<file path="src/rtl/indexed_min_heap_update_key_macros.svh">
// ----------------------------------------------------------------------------
// indexed min-heap assertion macros
// assertion forms used by the heap datapath
// ----------------------------------------------------------------------------
`ifndef INDEXED_MIN_HEAP_UPDATE_KEY_MACROS_SVH
`define INDEXED_MIN_HEAP_UPDATE_KEY_MACROS_SVH

// same-cycle implication
`define IMH_ASSERT_IMP(lbl, clk, rst_n, ante, cons, msg) \
  lbl: assert property (@(posedge clk) disable iff (!rst_n) (ante) |-> (cons)) \
    else $error(msg);

// next-cycle implication
`define IMH_ASSERT_NXT(lbl, clk, rst_n, ante, cons, msg) \
  lbl: assert property (@(posedge clk) disable iff (!rst_n) (ante) |=> (cons)) \
    else $error(msg);

`endif

</file>
<file path="src/rtl/imhuk_pkg.sv">
// ----------------------------------------------------------------------------
// imhuk_pkg
// types and constants for the indexed min-heap
// ----------------------------------------------------------------------------
`default_nettype none

package imhuk_pkg;

  localparam int CAPACITY   = 1024;
  localparam int KEY_BITS   = 32;
  localparam int ITEM_BITS  = 10;
  localparam int ITEM_SPACE = 1 << ITEM_BITS;
  localparam int SLOT_W     = (CAPACITY > 1) ? $clog2(CAPACITY) : 1;
  localparam int CNT_W      = $clog2(CAPACITY + 1);
  localparam int PTR_W      = CNT_W + 1;

  localparam logic CMD_PUT    = 1'b0;
  localparam logic CMD_UPDATE = 1'b1;

  localparam logic [1:0] ST_OK      = 2'd0;
  localparam logic [1:0] ST_PUT_REJ = 2'd1;
  localparam logic [1:0] ST_UPD_REJ = 2'd2;

  typedef struct packed {
    logic        cmd;
    logic [9:0]  item;
    logic [31:0] key;
  } in_t;

  typedef struct packed {
    logic [9:0]       top_item;
    logic [31:0]      top_key;
    logic [CNT_W-1:0] count;
    logic [1:0]       status;
  } out_t;

  typedef struct packed {
    logic [ITEM_BITS-1:0] id;
    logic [KEY_BITS-1:0]  key;
  } heap_ent_t;

  typedef struct packed {
    logic              present;
    logic [SLOT_W-1:0] slot;
  } itm_ent_t;

  typedef struct packed {
    logic       clr_step;
    logic       load_in;
    logic       start_put;
    logic       start_upd;
    logic       status_we;
    logic [1:0] status_val;
    logic       up_rd;
    logic       up_move;
    logic       dn_rd_l;
    logic       dn_lat_l;
    logic       dn_rd_r;
    logic       dn_sel_r;
    logic       dn_move;
    logic       place;
    logic       top_rd;
    logic       out_load;
  } dp_cmd_t;

  typedef struct packed {
    logic clr_done;
    logic is_put;
    logic full;
    logic present;
    logic i_zero;
    logic up_gt;
    logic has_l;
    logic has_r;
    logic dn_gt;
    logic out_blocked;
  } dp_sts_t;

endpackage

`default_nettype wire

</file>
<file path="src/rtl/imhuk_ctrl.sv">
// ----------------------------------------------------------------------------
// imhuk_ctrl
// sequencer for clear pass, command check, sift up, sift down and result output
// ----------------------------------------------------------------------------
`default_nettype none

module imhuk_ctrl (
  input  wire logic               clk,
  input  wire logic               rst_n,
  input  wire logic               in_valid,
  output logic                    in_stall,
  input  wire imhuk_pkg::dp_sts_t sts,
  output imhuk_pkg::dp_cmd_t      cmd
);

  import imhuk_pkg::*;

  localparam logic [3:0] S_CLR   = 4'd0;
  localparam logic [3:0] S_IDLE  = 4'd1;
  localparam logic [3:0] S_CHK   = 4'd2;
  localparam logic [3:0] S_UP    = 4'd3;
  localparam logic [3:0] S_UPW   = 4'd4;
  localparam logic [3:0] S_DN    = 4'd5;
  localparam logic [3:0] S_DNL   = 4'd6;
  localparam logic [3:0] S_DNR   = 4'd7;
  localparam logic [3:0] S_DNC   = 4'd8;
  localparam logic [3:0] S_PLACE = 4'd9;
  localparam logic [3:0] S_TOP   = 4'd10;
  localparam logic [3:0] S_OUT   = 4'd11;

  logic [3:0] state_r, state_nxt;

  always_comb begin
    state_nxt = state_r;
    cmd       = '0;
    unique case (state_r)
      S_CLR: begin
        cmd.clr_step = 1'b1;
        if (sts.clr_done) begin
          state_nxt = S_IDLE;
        end
      end
      S_IDLE: begin
        if (in_valid) begin
          cmd.load_in = 1'b1;
          state_nxt   = S_CHK;
        end
      end
      S_CHK: begin
        if (sts.is_put) begin
          if (sts.full || sts.present) begin
            cmd.status_we  = 1'b1;
            cmd.status_val = ST_PUT_REJ;
            state_nxt      = S_TOP;
          end else begin
            cmd.start_put = 1'b1;
            state_nxt     = S_UP;
          end
        end else begin
          if (!sts.present) begin
            cmd.status_we  = 1'b1;
            cmd.status_val = ST_UPD_REJ;
            state_nxt      = S_TOP;
          end else begin
            cmd.start_upd = 1'b1;
            state_nxt     = S_UP;
          end
        end
      end
      S_UP: begin
        if (sts.i_zero) begin
          state_nxt = sts.is_put ? S_PLACE : S_DN;
        end else begin
          cmd.up_rd = 1'b1;
          state_nxt = S_UPW;
        end
      end
      S_UPW: begin
        if (sts.up_gt) begin
          cmd.up_move = 1'b1;
          state_nxt   = S_UP;
        end else begin
          state_nxt = sts.is_put ? S_PLACE : S_DN;
        end
      end
      S_DN: begin
        if (sts.has_l) begin
          cmd.dn_rd_l = 1'b1;
          state_nxt   = S_DNL;
        end else begin
          state_nxt = S_PLACE;
        end
      end
      S_DNL: begin
        cmd.dn_lat_l = 1'b1;
        if (sts.has_r) begin
          cmd.dn_rd_r = 1'b1;
          state_nxt   = S_DNR;
        end else begin
          state_nxt = S_DNC;
        end
      end
      S_DNR: begin
        cmd.dn_sel_r = 1'b1;
        state_nxt    = S_DNC;
      end
      S_DNC: begin
        if (sts.dn_gt) begin
          cmd.dn_move = 1'b1;
          state_nxt   = S_DN;
        end else begin
          state_nxt = S_PLACE;
        end
      end
      S_PLACE: begin
        cmd.place = 1'b1;
        state_nxt = S_TOP;
      end
      S_TOP: begin
        cmd.top_rd = 1'b1;
        state_nxt  = S_OUT;
      end
      S_OUT: begin
        if (!sts.out_blocked) begin
          cmd.out_load = 1'b1;
          state_nxt    = S_IDLE;
        end
      end
      default: begin
        state_nxt = S_CLR;
      end
    endcase
  end

  assign in_stall = (state_r != S_IDLE);

  always_ff @(posedge clk) begin
    if (!rst_n) begin
      state_r <= S_CLR;
    end else begin
      state_r <= state_nxt;
    end
  end

endmodule

`default_nettype wire

</file>
<file path="config.mk">
export PLATFORM = sky130hd
export DESIGN_NAME = imhuk_ctrl
export DESIGN_NICKNAME = d
export VERILOG_FILES = /design/src/rtl/indexed_min_heap_update_key_macros.svh /design/src/rtl/imhuk_pkg.sv /design/src/rtl/imhuk_ctrl.sv
export SDC_FILE = /design/constraint.sdc
export NUM_CORES = 1
export LEC_CHECK = 0
export BUFFER_PORTS_ARGS = -buffer_cell sky130_fd_sc_hd__clkbuf_2
export CAP_MARGIN = 10
export CORE_UTILIZATION = 33
export DETAILED_ROUTE_END_ITERATION = 8
export SETUP_SLACK_MARGIN = 0.4
export SLEW_MARGIN = 25
export SYNTH_ARGS = -nofsm -noshare
export SYNTH_HDL_FRONTEND = slang
export SYNTH_SLANG_ARGS = --single-unit
</file>
<file path="constraint.sdc">
create_clock -name clk -period 3.2 [get_ports clk]
set_input_delay 0.48 -clock clk [delete_from_list [all_inputs] [get_ports clk]]
set_output_delay 0.48 -clock clk [all_outputs]
set_load 0.02 [all_outputs]
</file>
==> flow_metrics.py <==
metrics = {
    "timing": {
        "max_slew.worst_pin.slew_ps": 633.4,
        "fin_crit_ps": 2250,
        "fin_crit_sh_pct": 70.31,
        "rsz0062_at_grt": "no",
        "clock_skew_ps": 3.488,
        "tns_ps": 0,
        "fmaxAchievable_mhz": 444.5,
        "hold_viol_final": 0,
        "max-slew-margin-rel_pct": 57.71,
        "finalSetupViolCount": 0,
        "slew_violations": 0,
        "hold_ws_ps": 538.0,
    },
    "layout": {
        "n_antenna_cell": 0,
        "fin_area_um2": 774.5,
        "drive_gt1_share_pct": 31.58,
        "final_core_util_pct": 44.37,
        "nets": 129,
        "max_flop_register": "state_r",
        "reg_top3": "state_r x4",
        "largest_reg_flops": 4,
        "synthToLayoutAreaGrowth_pct": 25.30,
    },
    "pwr": {
        "p_clk_share_pct": 11.4,
        "seq_power_share_pct": 25.3,
        "powerDensity_nw_per_um2": 672.5,
        "switching_share_pct": 51.84,
        "power_leakage_uw": 0.0003393,
        "ir_drop_mv": 0.3786,
        "netSwitchingPower_uw": 270.0,
        "combPwrFrac_pct": 63.3,
        "p_int_uw": 250.8,
    },
    "yosys": {
        "synth_simple_gate_area_share_pct": 52.43,
        "netlist.area_leader.share_pct": 12.96,
        "async_flop_share_pct": 0,
        "seq_area_frac_synth_pct": 12.96,
        "synth_flop_cell": "dfxtp_1",
        "avgSynthCellArea_um2": 6.945,
        "synth_common_cells": "nor2b_1 (8), nor3_1 (8), nand2_1 (7), nor2_1 (6), o21ai_0 (6)",
        "synth_top_family_by_area": "simple AND/OR/NAND/NOR gates",
        "ys_top_cells_by_area": "dfxtp_1 (13%), nor2b_1 (8.1%), nor3_1 (6.5%)",
        "synth_xor_area_share_pct": 0,
        "synth_fa_ha_area_share_pct": 0,
        "yosys_warnings": 0,
        "synth.largest_area_cell": "dfxtp_1",
        "synthesis.nets": 102,
        "synth_area_um2": 618.1,
        "synth_seq_cells": 4,
        "synth.distinct_cells": 36,
        "synthMuxAreaShare_pct": 0,
        "synth-edff-count": 0,
        "synthCells": 89,
        "synth_compound_area_share_pct": 24.49,
    },
    "floorplanning": {
        "boundaryPins": 31,
        "rows": 15,
        "core_um2": 1745,
        "die_w_um": 45.28,
        "die_y_um": 45.28,
        "start_util_pct": 35.41,
        "die_area_um2": 2050,
    },
    "placed_design": {
        "port-buffer-count": 30,
        "placed_cell_area_um2": 752.0,
        "place.gp.congestion": 0.8276,
        "hpwl_mm": 1.174,
    },
    "hold_path": {
        "worstHoldEndpoint": "state_r[0]",
        "min_from": "rst_n",
        "min_path_type": "input pin to register",
        "whs_path_depth": 3,
    },
    "setup_path": {
        "slowest_stage": "or4b_4",
        "start_kind": "register",
        "worstPathRequired_ps": 2720,
        "crit_chain": "or4b_4 > nor4b_2 > clkbuf_2",
        "cp.depth": 3,
        "r2r-start": "state_r[2]",
        "reg2reg_slack_ps": 1560,
        "crit_buf_inv": 1,
        "r2r_cells": 3,
        "setup.worst_path.class": "register to output port",
        "r2r_end": "state_r[2]",
        "crit_arrival_ps": 1770,
        "critPathCaptureType": "output port",
        "crit_family": "simple AND/OR/NAND/NOR gates",
        "crit_fanout": 19,
        "crit_path_max_incr_delay_ps": 660,
    },
    "routing": {
        "via_count": 756,
        "detail-route-antenna-nets": 0,
        "vias_per_cell": 5.439,
        "firstDrtPassIters": 4,
        "drt-initial-drc-count": 19,
        "wl_per_cell_um": 11.11,
        "post-route-drc-count": 0,
        "wl_mm": 1.544,
    },
    "global_routing": {
        "grt_max_degree": 24,
        "grt_pass1_wl_mm": 2.594,
        "grt_pass1_vias": 595,
        "antenna_found_initial": 0,
        "grt_usage_pct": 17.37,
        "gr-total-overflow": 0,
    },
    "run": {
        "maxCapViolations": 0,
    },
    "clock_tree": {
        "cts_max_level": 1,
        "cts.clk_slew.worst_paths_ps": 40,
        "post_cts_resized": 0,
        "cts_tree": "built",
        "cts_inserted_buffers": 3,
        "numClockSinks": 4,
        "worstSkewPairLatency_ps": 230,
        "clock_path_buffers": 2,
        "ctsHoldBuffers": 0,
        "cts_setup_buffers": 0,
        "cts-root-buf": "clkbuf_4",
    },
    "status": {
        "status": "finished clean",
    },
}
cell families after synthesis:
family / after synthesis
AND/OR/NAND/NOR: 52
flip-flops: 4
AO/OA/AOI/OAI: 22
buffers and inverters: 11
power groups by stage:
stage	registers (µW)	clock network [µW]	logic (µW)
final	132	59.5	329
after global routing	143	68.4	365
after CTS	132	62.9	331
after detailed placement	133	0	329
after global placement	129	0	332
after floorplan	79.1	0	321
through the flow:
stage               power (µW)  cells  setup WS, ps
finish                   520.8    139         950.2
global route             576.9    139         811.5
CTS                      525.7    139         927.1
detailed placement       462.4    136          1174
global placement         461.1    136          1206
floorplan                399.9     89          1107
layout by cell type, fill, tap and decap left out, types with 3 or more instances in the layout:
cell      instances
nor3b_1           3
nand2_1           7
nor3_1            8
and3_1            3
dfxtp_1           4
nor2b_1           8
nand2b_1          5
nor2_1            6
clkbuf_2         30
clkbuf_4          3
o21ai_0           6
cell type report:
| cell class | count | area [µm²] |
|---|---|---|
| Clock buffer | 3 | 22.52 |
| Fill cell | 198 | 970.9 |
| Inverter | 2 | 7.507 |
| Multi-Input combinational cell | 74 | 475.5 |
| Sequential cell | 4 | 80.08 |
| Tap cell | 25 | 31.28 |
| Timing Repair Buffer | 31 | 157.7 |
worst max-delay path by stage:
stage,startpoint,endpoint,slack (ps)
2_1_floorplan,state_r[3],cmd[13],1110
3_3_place_gp,state_r[3],cmd[14],1210
3_5_place_dp,state_r[3],cmd[14],1170
4_1_cts,state_r[3],cmd[14],930
5_1_grt,state_r[3],cmd[13],810
6_report,state_r[3],cmd[14],950
tightest hold or removal path, cell delays in order:
cell	delay, ps
clkbuf_2	130
inv_1	70
a31oi_1	40
routing by layer:
metal	up-vias	part of all wire (%)	routed length (µm)	track usage (%)
li1	384	-	-	-
met1	350	49	750	22.95
met2	22	47	733	28.12
met3	0	4.0	61	4.800
met4	0	0	0	3.636
met5	-	0	0	0
Power figures use the tool's default switching activity.
